### src/vr_threshold_duty_from_rpm_unit_macros.svh
// assertion macros shared by the vr threshold duty unit
`ifndef VR_THRESHOLD_DUTY_FROM_RPM_UNIT_MACROS_SVH
`define VR_THRESHOLD_DUTY_FROM_RPM_UNIT_MACROS_SVH

// same-cycle implication, checked outside reset
`define VTD_ASSERT_NOW(label, ante, cons, msg) \
    label: assert property (@(posedge i_clk) disable iff (!i_rst_n) (ante) |-> (cons)) \
        else $error(msg);

// next-cycle implication, checked outside reset
`define VTD_ASSERT_NEXT(label, ante, cons, msg) \
    label: assert property (@(posedge i_clk) disable iff (!i_rst_n) (ante) |=> (cons)) \
        else $error(msg);

`endif

### src/vtd_pkg.sv
// shared types, constants and helpers of the vr threshold duty unit
package vtd_pkg;

    localparam int C_WORD_W     = 48;
    localparam int C_WORD_BYTES = 6;
    localparam int C_CHANNELS   = 2;
    localparam int C_ADDR_W     = 6;
    localparam int C_DATA_W     = 64;
    localparam int C_RPM_W      = 16;
    localparam int C_X_W        = 14;
    localparam int C_CV_W       = 8;
    localparam int C_SUPPLY_W   = 13;
    localparam int C_DUTY_W     = 14;
    localparam int C_ENABLE_W   = 2;
    localparam int C_PROD_W     = 26;
    localparam int C_IRW        = C_X_W + C_CV_W;
    localparam int C_DRW        = C_SUPPLY_W + C_DUTY_W;

    localparam logic [C_X_W-1:0]    C_RPM_BIN_UNIT      = 14'd50;
    localparam logic [C_CV_W-1:0]   C_ZERO_DRIVE_CV     = 8'd250;
    localparam logic [17:0]         C_DUTY_NUMER_PER_CV = 18'd132000;
    localparam logic [C_DUTY_W-1:0] C_DUTY_FULL         = 14'd10000;

    localparam logic [C_WORD_W-1:0]   C_RPM_POINTS_RST  = 48'h8C72_593F_260C;
    localparam logic [C_WORD_W-1:0]   C_VOLT_POINTS_RST = 48'h786C_6054_483C;
    localparam logic [C_ENABLE_W-1:0] C_ENABLE_RST      = 2'd0;
    localparam logic [C_SUPPLY_W-1:0] C_SUPPLY_RST      = 13'd3300;

    typedef enum logic [2:0] {
        REG_CURVE0_RPM,
        REG_CURVE0_VOLT,
        REG_CURVE1_RPM,
        REG_CURVE1_VOLT,
        REG_CHANNEL_ENABLE,
        REG_SUPPLY
    } t_reg_idx;

    typedef struct packed {
        logic              enable;
        logic              direct;
        logic [C_CV_W-1:0] cv_direct;
    } t_int_side;

    typedef struct packed {
        logic              enable;
        logic              zero;
        logic              sat;
        logic [C_CV_W-1:0] cv;
    } t_duty_side;

    function automatic logic [7:0] f_point(input logic [C_WORD_W-1:0] word, input int idx);
        logic [7:0] res;
        res = 8'd0;
        if (idx < C_WORD_BYTES) begin
            res = word[8*idx +: 8];
        end
        return res;
    endfunction

endpackage

### src/vtd_div.sv
// pipelined restoring divider, one quotient bit per stage
module vtd_div #(
    parameter int DEN_W  = 14,
    parameter int QUO_W  = 8,
    parameter int SIDE_W = 10
) (
    input  logic                     i_clk,
    input  logic                     i_rst_n,
    input  logic                     i_valid,
    output logic                     o_ready,
    input  logic [DEN_W+QUO_W-1:0]   i_num,
    input  logic [DEN_W-1:0]         i_den,
    input  logic [SIDE_W-1:0]        i_side,
    output logic                     o_valid,
    input  logic                     i_ready,
    output logic [QUO_W-1:0]         o_quo,
    output logic [SIDE_W-1:0]        o_side
);

    localparam int RW = DEN_W + QUO_W;

    logic [QUO_W-1:0]  r_vld;
    logic [RW-1:0]     r_rem  [QUO_W];
    logic [DEN_W-1:0]  r_den  [QUO_W];
    logic [QUO_W-1:0]  r_quo  [QUO_W];
    logic [SIDE_W-1:0] r_side [QUO_W];

    logic [QUO_W-1:0]  w_adv;
    logic [QUO_W-1:0]  w_src_vld;
    logic [QUO_W-1:0]  w_take;
    logic [RW-1:0]     w_src_rem  [QUO_W];
    logic [DEN_W-1:0]  w_src_den  [QUO_W];
    logic [QUO_W-1:0]  w_src_quo  [QUO_W];
    logic [SIDE_W-1:0] w_src_side [QUO_W];
    logic [RW-1:0]     n_rem      [QUO_W];
    logic [QUO_W-1:0]  n_quo      [QUO_W];

    for (genvar k = 0; k < QUO_W; k++) begin : g_stage
        logic [RW-1:0] w_shift;

        if (k == 0) begin : g_first
            assign w_src_vld[k]  = i_valid;
            assign w_src_rem[k]  = i_num;
            assign w_src_den[k]  = i_den;
            assign w_src_quo[k]  = '0;
            assign w_src_side[k] = i_side;
        end else begin : g_next
            assign w_src_vld[k]  = r_vld[k-1];
            assign w_src_rem[k]  = r_rem[k-1];
            assign w_src_den[k]  = r_den[k-1];
            assign w_src_quo[k]  = r_quo[k-1];
            assign w_src_side[k] = r_side[k-1];
        end

        assign w_shift   = RW'(w_src_den[k]) << (QUO_W - 1 - k);
        assign w_take[k] = w_src_rem[k] >= w_shift;
        assign n_rem[k]  = w_take[k] ? (w_src_rem[k] - w_shift) : w_src_rem[k];
        assign n_quo[k]  = w_take[k] ? (w_src_quo[k] | (QUO_W'(1) << (QUO_W - 1 - k)))
                                     : w_src_quo[k];
    end

    always_comb begin
        w_adv[QUO_W-1] = !r_vld[QUO_W-1] || i_ready;
        for (int k = QUO_W - 2; k >= 0; k--) begin
            w_adv[k] = !r_vld[k] || w_adv[k+1];
        end
    end

    always_ff @(posedge i_clk) begin
        if (!i_rst_n) begin
            r_vld <= '0;
        end else begin
            for (int k = 0; k < QUO_W; k++) begin
                if (w_adv[k]) begin
                    r_vld[k] <= w_src_vld[k];
                end
            end
        end
    end

    always_ff @(posedge i_clk) begin
        for (int k = 0; k < QUO_W; k++) begin
            if (w_adv[k]) begin
                r_rem[k]  <= n_rem[k];
                r_den[k]  <= w_src_den[k];
                r_quo[k]  <= n_quo[k];
                r_side[k] <= w_src_side[k];
            end
        end
    end

    assign o_ready = w_adv[0];
    assign o_valid = r_vld[QUO_W-1];
    assign o_quo   = r_quo[QUO_W-1];
    assign o_side  = r_side[QUO_W-1];

endmodule

### src/vtd_interp.sv
// curve stages: bin scaling, segment choice, products and rounded dividend
module vtd_interp import vtd_pkg::*; #(
    parameter int CURVE_POINTS = 6
) (
    input  logic                i_clk,
    input  logic                i_rst_n,
    input  logic                i_valid,
    output logic                o_ready,
    input  logic [C_RPM_W-1:0]  i_rpm,
    input  logic [C_WORD_W-1:0] i_rpm_word,
    input  logic [C_WORD_W-1:0] i_volt_word,
    input  logic                i_enable,
    output logic                o_valid,
    input  logic                i_ready,
    output logic [C_IRW-1:0]    o_num,
    output logic [C_X_W-1:0]    o_den,
    output t_int_side           o_side
);

    localparam int STAGES = 4;

    logic [STAGES-1:0] r_vld;
    logic [STAGES-1:0] w_adv;

    // stage a: bins in rpm
    logic [C_RPM_W-1:0]  r_a_rpm;
    logic [C_X_W-1:0]    r_a_x [CURVE_POINTS];
    logic [C_X_W-1:0]    n_a_x [CURVE_POINTS];
    logic [C_WORD_W-1:0] r_a_volt;
    logic                r_a_en;

    // stage b: segment
    logic                w_lo;
    logic                w_hi;
    logic                n_b_direct, r_b_direct;
    logic [C_CV_W-1:0]   n_b_cv, r_b_cv;
    logic [C_X_W-1:0]    n_b_x0, r_b_x0;
    logic [C_X_W-1:0]    n_b_x1, r_b_x1;
    logic [C_CV_W-1:0]   n_b_v0, r_b_v0;
    logic [C_CV_W-1:0]   n_b_v1, r_b_v1;
    logic [C_RPM_W-1:0]  r_b_rpm;
    logic                r_b_en;

    // stage c: weighted products
    logic [C_X_W-1:0]    w_dist_hi;
    logic [C_X_W-1:0]    w_dist_lo;
    logic [C_IRW-1:0]    n_c_p0, r_c_p0;
    logic [C_IRW-1:0]    n_c_p1, r_c_p1;
    logic [C_X_W-1:0]    n_c_d, r_c_d;
    logic                r_c_direct;
    logic [C_CV_W-1:0]   r_c_cv;
    logic                r_c_en;

    // stage d: dividend with half-up rounding
    logic [C_IRW-1:0]    n_d_num, r_d_num;
    logic [C_X_W-1:0]    n_d_den, r_d_den;
    t_int_side           n_d_side, r_d_side;

    always_comb begin
        w_adv[STAGES-1] = !r_vld[STAGES-1] || i_ready;
        for (int k = STAGES - 2; k >= 0; k--) begin
            w_adv[k] = !r_vld[k] || w_adv[k+1];
        end
    end

    always_ff @(posedge i_clk) begin
        if (!i_rst_n) begin
            r_vld <= '0;
        end else begin
            if (w_adv[0]) begin
                r_vld[0] <= i_valid;
            end
            for (int k = 1; k < STAGES; k++) begin
                if (w_adv[k]) begin
                    r_vld[k] <= r_vld[k-1];
                end
            end
        end
    end

    always_comb begin
        for (int i = 0; i < CURVE_POINTS; i++) begin
            n_a_x[i] = C_X_W'(f_point(i_rpm_word, i)) * C_RPM_BIN_UNIT;
        end
    end

    always_comb begin
        w_lo   = r_a_rpm <= C_RPM_W'(r_a_x[0]);
        w_hi   = r_a_rpm >= C_RPM_W'(r_a_x[CURVE_POINTS-1]);
        n_b_x0 = r_a_x[0];
        n_b_x1 = r_a_x[1];
        n_b_v0 = f_point(r_a_volt, 0);
        n_b_v1 = f_point(r_a_volt, 1);
        // highest start point at or below the speed
        for (int i = 1; i <= CURVE_POINTS - 2; i++) begin
            if (C_RPM_W'(r_a_x[i]) <= r_a_rpm) begin
                n_b_x0 = r_a_x[i];
                n_b_x1 = r_a_x[i+1];
                n_b_v0 = f_point(r_a_volt, i);
                n_b_v1 = f_point(r_a_volt, i + 1);
            end
        end
        n_b_direct = 1'b1;
        if (w_lo) begin
            n_b_cv = f_point(r_a_volt, 0);
        end else if (w_hi) begin
            n_b_cv = f_point(r_a_volt, CURVE_POINTS - 1);
        end else if (n_b_x1 <= n_b_x0) begin
            n_b_cv = n_b_v0;
        end else if (r_a_rpm >= C_RPM_W'(n_b_x1)) begin
            n_b_cv = n_b_v1;
        end else begin
            n_b_cv     = '0;
            n_b_direct = 1'b0;
        end
    end

    always_comb begin
        w_dist_hi = C_X_W'(C_RPM_W'(r_b_x1) - r_b_rpm);
        w_dist_lo = C_X_W'(r_b_rpm - C_RPM_W'(r_b_x0));
        n_c_p0    = C_IRW'(r_b_v0) * C_IRW'(w_dist_hi);
        n_c_p1    = C_IRW'(r_b_v1) * C_IRW'(w_dist_lo);
        n_c_d     = r_b_x1 - r_b_x0;
    end

    always_comb begin
        if (r_c_direct) begin
            n_d_num = '0;
            n_d_den = C_X_W'(1);
        end else begin
            n_d_num = r_c_p0 + r_c_p1 + C_IRW'(r_c_d >> 1);
            n_d_den = r_c_d;
        end
        n_d_side.enable    = r_c_en;
        n_d_side.direct    = r_c_direct;
        n_d_side.cv_direct = r_c_cv;
    end

    always_ff @(posedge i_clk) begin
        if (w_adv[0]) begin
            r_a_rpm  <= i_rpm;
            r_a_x    <= n_a_x;
            r_a_volt <= i_volt_word;
            r_a_en   <= i_enable;
        end
        if (w_adv[1]) begin
            r_b_direct <= n_b_direct;
            r_b_cv     <= n_b_cv;
            r_b_x0     <= n_b_x0;
            r_b_x1     <= n_b_x1;
            r_b_v0     <= n_b_v0;
            r_b_v1     <= n_b_v1;
            r_b_rpm    <= r_a_rpm;
            r_b_en     <= r_a_en;
        end
        if (w_adv[2]) begin
            r_c_p0     <= n_c_p0;
            r_c_p1     <= n_c_p1;
            r_c_d      <= n_c_d;
            r_c_direct <= r_b_direct;
            r_c_cv     <= r_b_cv;
            r_c_en     <= r_b_en;
        end
        if (w_adv[3]) begin
            r_d_num  <= n_d_num;
            r_d_den  <= n_d_den;
            r_d_side <= n_d_side;
        end
    end

    assign o_ready = w_adv[0];
    assign o_valid = r_vld[STAGES-1];
    assign o_num   = r_d_num;
    assign o_den   = r_d_den;
    assign o_side  = r_d_side;

endmodule

### src/vtd_duty.sv
// duty stages: drive numerator, supply rounding and saturation test
module vtd_duty import vtd_pkg::*; (
    input  logic                  i_clk,
    input  logic                  i_rst_n,
    input  logic                  i_valid,
    output logic                  o_ready,
    input  logic [C_CV_W-1:0]     i_quo,
    input  t_int_side             i_side,
    input  logic [C_SUPPLY_W-1:0] i_supply,
    output logic                  o_valid,
    input  logic                  i_ready,
    output logic [C_DRW-1:0]      o_num,
    output logic [C_SUPPLY_W-1:0] o_den,
    output t_duty_side            o_side
);

    localparam int STAGES = 2;

    logic [STAGES-1:0] r_vld;
    logic [STAGES-1:0] w_adv;

    logic [C_CV_W-1:0]     w_cv;
    logic                  w_zero;
    logic [C_CV_W-1:0]     w_diff;
    logic [C_PROD_W-1:0]   n_f_prod, r_f_prod;
    logic [C_SUPPLY_W-1:0] n_f_s, r_f_s;
    logic [C_CV_W-1:0]     r_f_cv;
    logic                  r_f_zero;
    logic                  r_f_en;

    logic [C_PROD_W-1:0]   w_np;
    logic                  w_sat;
    logic [C_DRW-1:0]      n_g_num, r_g_num;
    logic [C_SUPPLY_W-1:0] r_g_den;
    t_duty_side            n_g_side, r_g_side;

    always_comb begin
        w_adv[STAGES-1] = !r_vld[STAGES-1] || i_ready;
        for (int k = STAGES - 2; k >= 0; k--) begin
            w_adv[k] = !r_vld[k] || w_adv[k+1];
        end
    end

    always_ff @(posedge i_clk) begin
        if (!i_rst_n) begin
            r_vld <= '0;
        end else begin
            if (w_adv[0]) begin
                r_vld[0] <= i_valid;
            end
            for (int k = 1; k < STAGES; k++) begin
                if (w_adv[k]) begin
                    r_vld[k] <= r_vld[k-1];
                end
            end
        end
    end

    always_comb begin
        w_cv     = i_side.direct ? i_side.cv_direct : i_quo;
        w_zero   = w_cv >= C_ZERO_DRIVE_CV;
        w_diff   = w_zero ? '0 : (C_ZERO_DRIVE_CV - w_cv);
        n_f_prod = C_PROD_W'(C_DUTY_NUMER_PER_CV) * C_PROD_W'(w_diff);
        // zero supply behaves as one millivolt
        n_f_s    = (i_supply == '0) ? C_SUPPLY_W'(1) : i_supply;
    end

    always_comb begin
        w_np            = r_f_prod + C_PROD_W'(r_f_s >> 1);
        w_sat           = C_DRW'(w_np) >= {r_f_s, C_DUTY_W'(0)};
        n_g_num         = w_sat ? '0 : C_DRW'(w_np);
        n_g_side.enable = r_f_en;
        n_g_side.zero   = r_f_zero;
        n_g_side.sat    = w_sat;
        n_g_side.cv     = r_f_cv;
    end

    always_ff @(posedge i_clk) begin
        if (w_adv[0]) begin
            r_f_prod <= n_f_prod;
            r_f_s    <= n_f_s;
            r_f_cv   <= w_cv;
            r_f_zero <= w_zero;
            r_f_en   <= i_side.enable;
        end
        if (w_adv[1]) begin
            r_g_num  <= n_g_num;
            r_g_den  <= r_f_s;
            r_g_side <= n_g_side;
        end
    end

    assign o_ready = w_adv[0];
    assign o_valid = r_vld[STAGES-1];
    assign o_num   = r_g_num;
    assign o_den   = r_g_den;
    assign o_side  = r_g_side;

endmodule

### src/vr_threshold_duty_from_rpm_unit.sv
// top level of the vr threshold duty unit with its register port
// requests pass the curve stages, the curve divider, the duty stages, the duty divider and the result register
// throughput: one request per cycle while the output is not stalled, stalls collapse bubbles stage by stage
// most of the depth comes from the two bit-per-stage dividers (8 and 14 quotient bits)
// synchronous reset clears all valid flags and loads the register defaults
`include "vr_threshold_duty_from_rpm_unit_macros.svh"

module vr_threshold_duty_from_rpm_unit import vtd_pkg::*; #(
    parameter int CURVE_POINTS = 6
) (
    input  logic                  i_clk,
    input  logic                  i_rst_n,
    input  logic                  i_in_valid,
    output logic                  o_in_stall,
    input  logic [C_RPM_W-1:0]    i_engine_rpm,
    input  logic                  i_channel,
    output logic                  o_out_valid,
    input  logic                  i_out_stall,
    output logic [C_DUTY_W-1:0]   o_duty,
    output logic [C_CV_W-1:0]     o_threshold_centivolts,
    output logic                  o_updated,
    input  logic                  psel,
    input  logic                  penable,
    input  logic                  pwrite,
    input  logic [C_ADDR_W-1:0]   paddr,
    input  logic [C_DATA_W-1:0]   pwdata,
    output logic [C_DATA_W-1:0]   prdata,
    output logic                  pready
);

    logic [C_WORD_W-1:0]   r_curve0_rpm;
    logic [C_WORD_W-1:0]   r_curve0_volt;
    logic [C_WORD_W-1:0]   r_curve1_rpm;
    logic [C_WORD_W-1:0]   r_curve1_volt;
    logic [C_ENABLE_W-1:0] r_chan_en;
    logic [C_SUPPLY_W-1:0] r_supply;

    logic                  w_wr;
    t_reg_idx              w_idx;

    logic [C_WORD_W-1:0]   w_rpm_word;
    logic [C_WORD_W-1:0]   w_volt_word;
    logic                  w_enable;

    logic                  w_int_ready;
    logic                  w_int_valid;
    logic [C_IRW-1:0]      w_int_num;
    logic [C_X_W-1:0]      w_int_den;
    t_int_side             w_int_side;

    logic                  w_idiv_ready;
    logic                  w_idiv_valid;
    logic [C_CV_W-1:0]     w_idiv_quo;
    t_int_side             w_idiv_side;

    logic                  w_duty_ready;
    logic                  w_duty_valid;
    logic [C_DRW-1:0]      w_duty_num;
    logic [C_SUPPLY_W-1:0] w_duty_den;
    t_duty_side            w_duty_side;

    logic                  w_ddiv_ready;
    logic                  w_ddiv_valid;
    logic [C_DUTY_W-1:0]   w_ddiv_quo;
    t_duty_side            w_ddiv_side;

    logic                  w_out_adv;
    logic                  r_out_vld;
    logic [C_DUTY_W-1:0]   n_duty, r_duty;
    logic [C_CV_W-1:0]     n_cv, r_cv;
    logic                  r_upd;

    // register port
    assign pready = 1'b1;
    assign w_wr   = psel && penable && pwrite && pready;
    assign w_idx  = t_reg_idx'(paddr[C_ADDR_W-1:3]);

    always_ff @(posedge i_clk) begin
        if (!i_rst_n) begin
            r_curve0_rpm  <= C_RPM_POINTS_RST;
            r_curve0_volt <= C_VOLT_POINTS_RST;
            r_curve1_rpm  <= C_RPM_POINTS_RST;
            r_curve1_volt <= C_VOLT_POINTS_RST;
            r_chan_en     <= C_ENABLE_RST;
            r_supply      <= C_SUPPLY_RST;
        end else if (w_wr) begin
            case (w_idx)
                REG_CURVE0_RPM:     r_curve0_rpm  <= pwdata[C_WORD_W-1:0];
                REG_CURVE0_VOLT:    r_curve0_volt <= pwdata[C_WORD_W-1:0];
                REG_CURVE1_RPM:     r_curve1_rpm  <= pwdata[C_WORD_W-1:0];
                REG_CURVE1_VOLT:    r_curve1_volt <= pwdata[C_WORD_W-1:0];
                REG_CHANNEL_ENABLE: r_chan_en     <= pwdata[C_ENABLE_W-1:0];
                REG_SUPPLY:         r_supply      <= pwdata[C_SUPPLY_W-1:0];
                default: ;
            endcase
        end
    end

    always_comb begin
        case (w_idx)
            REG_CURVE0_RPM:     prdata = C_DATA_W'(r_curve0_rpm);
            REG_CURVE0_VOLT:    prdata = C_DATA_W'(r_curve0_volt);
            REG_CURVE1_RPM:     prdata = C_DATA_W'(r_curve1_rpm);
            REG_CURVE1_VOLT:    prdata = C_DATA_W'(r_curve1_volt);
            REG_CHANNEL_ENABLE: prdata = C_DATA_W'(r_chan_en);
            REG_SUPPLY:         prdata = C_DATA_W'(r_supply);
            default:            prdata = '0;
        endcase
    end

    // channel select
    assign w_rpm_word  = i_channel ? r_curve1_rpm  : r_curve0_rpm;
    assign w_volt_word = i_channel ? r_curve1_volt : r_curve0_volt;
    assign w_enable    = (int'(i_channel) < C_CHANNELS) && r_chan_en[i_channel];
    assign o_in_stall  = !w_int_ready;

    vtd_interp #(
        .CURVE_POINTS (CURVE_POINTS)
    ) u_interp (
        .i_clk       (i_clk),
        .i_rst_n     (i_rst_n),
        .i_valid     (i_in_valid),
        .o_ready     (w_int_ready),
        .i_rpm       (i_engine_rpm),
        .i_rpm_word  (w_rpm_word),
        .i_volt_word (w_volt_word),
        .i_enable    (w_enable),
        .o_valid     (w_int_valid),
        .i_ready     (w_idiv_ready),
        .o_num       (w_int_num),
        .o_den       (w_int_den),
        .o_side      (w_int_side)
    );

    vtd_div #(
        .DEN_W  (C_X_W),
        .QUO_W  (C_CV_W),
        .SIDE_W ($bits(t_int_side))
    ) u_idiv (
        .i_clk   (i_clk),
        .i_rst_n (i_rst_n),
        .i_valid (w_int_valid),
        .o_ready (w_idiv_ready),
        .i_num   (w_int_num),
        .i_den   (w_int_den),
        .i_side  (w_int_side),
        .o_valid (w_idiv_valid),
        .i_ready (w_duty_ready),
        .o_quo   (w_idiv_quo),
        .o_side  (w_idiv_side)
    );

    vtd_duty u_duty (
        .i_clk    (i_clk),
        .i_rst_n  (i_rst_n),
        .i_valid  (w_idiv_valid),
        .o_ready  (w_duty_ready),
        .i_quo    (w_idiv_quo),
        .i_side   (w_idiv_side),
        .i_supply (r_supply),
        .o_valid  (w_duty_valid),
        .i_ready  (w_ddiv_ready),
        .o_num    (w_duty_num),
        .o_den    (w_duty_den),
        .o_side   (w_duty_side)
    );

    vtd_div #(
        .DEN_W  (C_SUPPLY_W),
        .QUO_W  (C_DUTY_W),
        .SIDE_W ($bits(t_duty_side))
    ) u_ddiv (
        .i_clk   (i_clk),
        .i_rst_n (i_rst_n),
        .i_valid (w_duty_valid),
        .o_ready (w_ddiv_ready),
        .i_num   (w_duty_num),
        .i_den   (w_duty_den),
        .i_side  (w_duty_side),
        .o_valid (w_ddiv_valid),
        .i_ready (w_out_adv),
        .o_quo   (w_ddiv_quo),
        .o_side  (w_ddiv_side)
    );

    // result register
    assign w_out_adv = !r_out_vld || !i_out_stall;

    always_comb begin
        if (!w_ddiv_side.enable || w_ddiv_side.zero) begin
            n_duty = '0;
        end else if (w_ddiv_side.sat || (w_ddiv_quo > C_DUTY_FULL)) begin
            n_duty = C_DUTY_FULL;
        end else begin
            n_duty = w_ddiv_quo;
        end
        n_cv = w_ddiv_side.enable ? w_ddiv_side.cv : '0;
    end

    always_ff @(posedge i_clk) begin
        if (!i_rst_n) begin
            r_out_vld <= 1'b0;
        end else if (w_out_adv) begin
            r_out_vld <= w_ddiv_valid;
        end
    end

    always_ff @(posedge i_clk) begin
        if (w_out_adv) begin
            r_duty <= n_duty;
            r_cv   <= n_cv;
            r_upd  <= w_ddiv_side.enable;
        end
    end

    assign o_out_valid            = r_out_vld;
    assign o_duty                 = r_duty;
    assign o_threshold_centivolts = r_cv;
    assign o_updated              = r_upd;

    `VTD_ASSERT_NOW(a_skip_zero, o_out_valid && !o_updated, (o_duty == '0) && (o_threshold_centivolts == '0), "skipped channel gives a nonzero result")
    `VTD_ASSERT_NOW(a_duty_range, o_out_valid, o_duty <= C_DUTY_FULL, "duty above full scale")
    `VTD_ASSERT_NOW(a_zero_drive, o_out_valid && o_updated && (o_threshold_centivolts >= C_ZERO_DRIVE_CV), o_duty == '0, "threshold at zero drive gives nonzero duty")
    `VTD_ASSERT_NOW(a_empty_ready, !o_out_valid, !o_in_stall, "request stalled while result register empty")
    `VTD_ASSERT_NEXT(a_supply_write, w_wr && (w_idx == REG_SUPPLY), r_supply == $past(pwdata[C_SUPPLY_W-1:0]), "supply register write lost")

endmodule

### config.mk
export PLATFORM = sky130hd
export DESIGN_NAME = vr_threshold_duty_from_rpm_unit
export DESIGN_NICKNAME = d
export VERILOG_FILES = /design/src/vtd_pkg.sv /design/src/vtd_div.sv /design/src/vtd_interp.sv /design/src/vtd_duty.sv /design/src/vr_threshold_duty_from_rpm_unit.sv
export VERILOG_INCLUDE_DIRS = /design/src /design/src/src
export SDC_FILE = /design/constraint.sdc
export NUM_CORES = 2
export LEC_CHECK = 0
export ABC_CLOCK_PERIOD_IN_PS = 12960
export BUFFER_PORTS_ARGS = -buffer_cell sky130_fd_sc_hd__buf_4
export CAP_MARGIN = 20
export CORE_ASPECT_RATIO = 1.4
export CORE_MARGIN = 3
export CORE_UTILIZATION = 35
export CTS_CLUSTER_SIZE = 25
export DETAILED_ROUTE_END_ITERATION = 10
export PLACE_DENSITY_LB_ADDON = 0.08
export SYNTH_ARGS = -nofsm -noshare
export SYNTH_HDL_FRONTEND = slang
export SYNTH_SLANG_ARGS = --single-unit
### constraint.sdc
create_clock -name i_clk -period 12.96 [get_ports i_clk]
set_clock_uncertainty 0.15 [all_clocks]
set_input_delay 1.296 -clock i_clk [delete_from_list [all_inputs] [get_ports i_clk]]
set_output_delay 1.296 -clock i_clk [all_outputs]
set_load 0.005 [all_outputs]
==> reports/summary.txt <==
Min Clock Period, post-route: 7640 ps
wire length of the first global-routing pass: 383000 um
worst slew margin relative to its limit: 0.158
TritonCTS buffer count: 200
simple-gate portion of the synthesized area: 0.120
wirelength, routed: 253000 um
Remaining DRCs: 0
initial antenna violation count: 11
post-synthesis instance area: 0.0984 mm2
count of buffers from port buffering: 147
internal power component: 15.4 mW
worst reg-to-reg path cell count: 26
number of cells on the worst hold path: 0
growth of design area from synthesis to finish: 12.1%
effective utilization at floorplan: 0.353
number of placement rows: 229
DRT Pass-1 Iters: 7
post-synthesis cell count: 8548
xor and xnor fraction of the mapped netlist area: 0.0402
relative contribution of sequential cells to total power: 0.363
chip width: 454 um
die height: 633 um
Max Fanout on Critical Path: 18
number of instances resized during post-cts repair: 0
antenna viol nets, final: 0
final number of setup-violating endpoints: 0
buffers from clock root to sink, at most: 4
combinational group share of total power: 0.404
final-stage net count: 9827
Core Area: 0.279 mm2
number of global-route vias before repair: 65300
share of synthesized cell area in full adder, half adder and majority cells: 0.142
area fraction in compound gates after synthesis: 0.0965
number of distinct library cell variants in the gate-level netlist after synthesis: 85
unrepaired setup endpoints after global routing: false
commonest cells after routing, fill and taps aside: sky130_fd_sc_hd__edfxtp_1 (1586), sky130_fd_sc_hd__nand2_1 (867), sky130_fd_sc_hd__inv_1 (856)
post-CTS setup buffer count: 0
Worst EP arrival: 8050 ps
overall track demand over capacity in global routing: 0.174
max-cap viol count: 0
flip-flop and latch count after synthesis: 1822
proportion of register bits with asynchronous set or reset after synthesis: 0
share of layout cells above drive strength 1: 0.0841
clock latency reported for the late side of the worst-skew pair: 870 ps
post-detail-place hpwl: 196000 um
post-synthesis area per instance: 11.5 um2
largest net degree at the start of global routing: 102
static power due to leakage: 45.4 nW
class of the most critical hold timing path: reg -> reg
pwr/cell area: 215 mW/mm2
Tcrit/Tclk final: 0.590
WP buf/inv: 4
DR vias: 62400
Least-Margin Pin Slew: 1260 ps
sequential area share after synthesis: 0.532
cell at the root of the clock tree: sky130_fd_sc_hd__clkbuf_16
Clk network pwr share: 0.233
kind of cell with the highest combined delay on the critical path: adder cells
number of top-level pins: 184
gpl congestion: 0.902
Slew Limit Fails: 0
slowest cell delay on critical path: 760 ps
final number of hold-violating endpoints: 0
sum of overflow across all layers after global routing: 0
Setup TNS Final: 0 ps
Max IR drop VDD: 0.190 mV
Final Non-Filler Cells: 12600
Crit. End Element: flip-flop
main combinational cell family by area after synthesis: adder cells
via density per instance: 4.95
placed cells: 12200
proportion of synthesized area in mux cells: 0.0253
Post-synth top flop: sky130_fd_sc_hd__edfxtp_1
routed len/inst: 20.1 um
most common cell after layout, fill and taps aside: sky130_fd_sc_hd__edfxtp_1
most common cell type on the critical path: sky130_fd_sc_hd__fa_1
Post-synth EDFFs: 1586
clock-pin slew on the worst setup and hold paths: 60 ps
switching pwr: 8.36 mW
startpoint type of the worst setup path: flip-flop
Crit Path Category: reg -> reg
number of buffers inserted by hold repair at cts: 0
slowest cell on the critical path: sky130_fd_sc_hd__edfxtp_1
initial drt markers: 2949
fmax: 0.131 GHz
count of yosys warnings during synthesis: 0
critical path depth in cells: 26
outcome: finished, final reports clean
total number of clock tree sinks: 1822
required arrival time at the worst endpoint: 13370 ps
TritonCTS clock tree: yes
CTS H-Tree Depth: 4
Total Die Area: 0.287 mm2
switching power as a share of total power: 0.352
-- metrics by stage --
stage               hold WS, ps  cell area (um2)  total power [mW]  setup WS, ps  utilization
floorplan                   250            98400              15.9          4830            -
global placement            250           104000              18.4          5310        0.372
detailed placement          255           104000              18.5          5340        0.373
CTS                         227           110000              24.1          5280        0.395
global route                237           110000              25.7          4690        0.395
finish                      241           110000              23.7          5320        0.395
-- logic make-up (layout without fill, tap and decap cells) --
family	after synthesis	count (layout)
simple gates	2454	2454
buf+inv	1118	1454
mux	223	223
xor+xnor	451	451
flops	1822	1822
other cells	2	20
compound gates	1486	1486
fa+ha+maj	992	992
-- path summary, 6_finish.rpt --
path | from | slack [ps] | endpoint
worst max-delay path | u_interp.r_b_rpm[0]$_DFFE_PP_ | 5320 | u_interp.r_c_p0[21]$_DFFE_PP_
worst min-delay path | u_ddiv.r_side[0][26]$_DFFE_PP_ | 240 | u_ddiv.r_side[0][37]$_DFFE_PP_
worst max register to register | u_interp.r_b_rpm[0]$_DFFE_PP_ | 5320 | u_interp.r_c_p0[21]$_DFFE_PP_
worst min register to register | u_ddiv.r_side[0][26]$_DFFE_PP_ | 240 | u_ddiv.r_side[0][37]$_DFFE_PP_
-- final cells by class --
class                   instances  area [um2]
clock inverters                88         803
well taps                    3696        4620
fillers                     26600      169000
repair buffers                221        1710
flip-flops and latches       1822       52400
clock buffers                 272        5500
diodes                          3        7.51
inverters                     873        3280
multi-input cells            5623       42000
-- Yosys cell counts, drive strengths merged (21+ instances only) --
library cell	count	area share
edfxtp	1586	0.48
nand2	882	0.034
inv	872	0.033
ha	781	0.099
nor2	460	0.018
a21oi	399	0.020
o21ai	340	0.017
xnor2	284	0.025
dfxtp	236	0.048
fa	211	0.043
nand3	200	0.010
clkbuf	199	0.0076
and2	182	0.012
xor2	167	0.015
a21boi	163	0.012
nor2b	162	0.010
nor3	153	0.0080
a21o	128	0.0098
mux2	125	0.014
nand2b	93	0.0059
mux2i	90	0.0092
a22oi	80	0.0061
nor4	67	0.0044
o21a	65	0.0050
nand4	59	0.0038
or3	52	0.0033
o21bai	49	0.0037
buf	46	0.0027
and3	45	0.0029
o31ai	34	0.0026
a31oi	27	0.0017
a211oi	25	0.0019
o41ai	21	0.0019
-- power groups by stage --
stage	registers, mW	clock network (mW)	logic [mW]
after floorplan	8.45	0	7.47
after global placement	8.75	0	9.66
after detailed placement	8.77	0	9.69
after CTS	8.65	5.74	9.76
after global routing	8.74	5.97	11.0
final	8.63	5.52	9.58
-- metal layers --
layer | share of wire | global-route usage | up-vias
met5 | 0.00036 | 0 | -
met4 | 0.068 | 0.104 | 14
met3 | 0.033 | 0.0238 | 544
met2 | 0.57 | 0.352 | 1111
met1 | 0.33 | 0.162 | 30000
li1 | - | - | 30600
-- flip-flops by register name, indices dropped and copies added, names as in the netlist, 78 cells and up --
| register | count |
|---|---|
| u_ddiv.r_den | 169 |
| u_ddiv.r_quo | 105 |
| u_ddiv.r_rem | 351 |
| u_ddiv.r_side | 154 |
| u_idiv.r_den | 98 |
| u_idiv.r_rem | 154 |
| u_idiv.r_side | 80 |
| u_interp.r_a_x | 78 |
(Power assumes the default switching activity.)
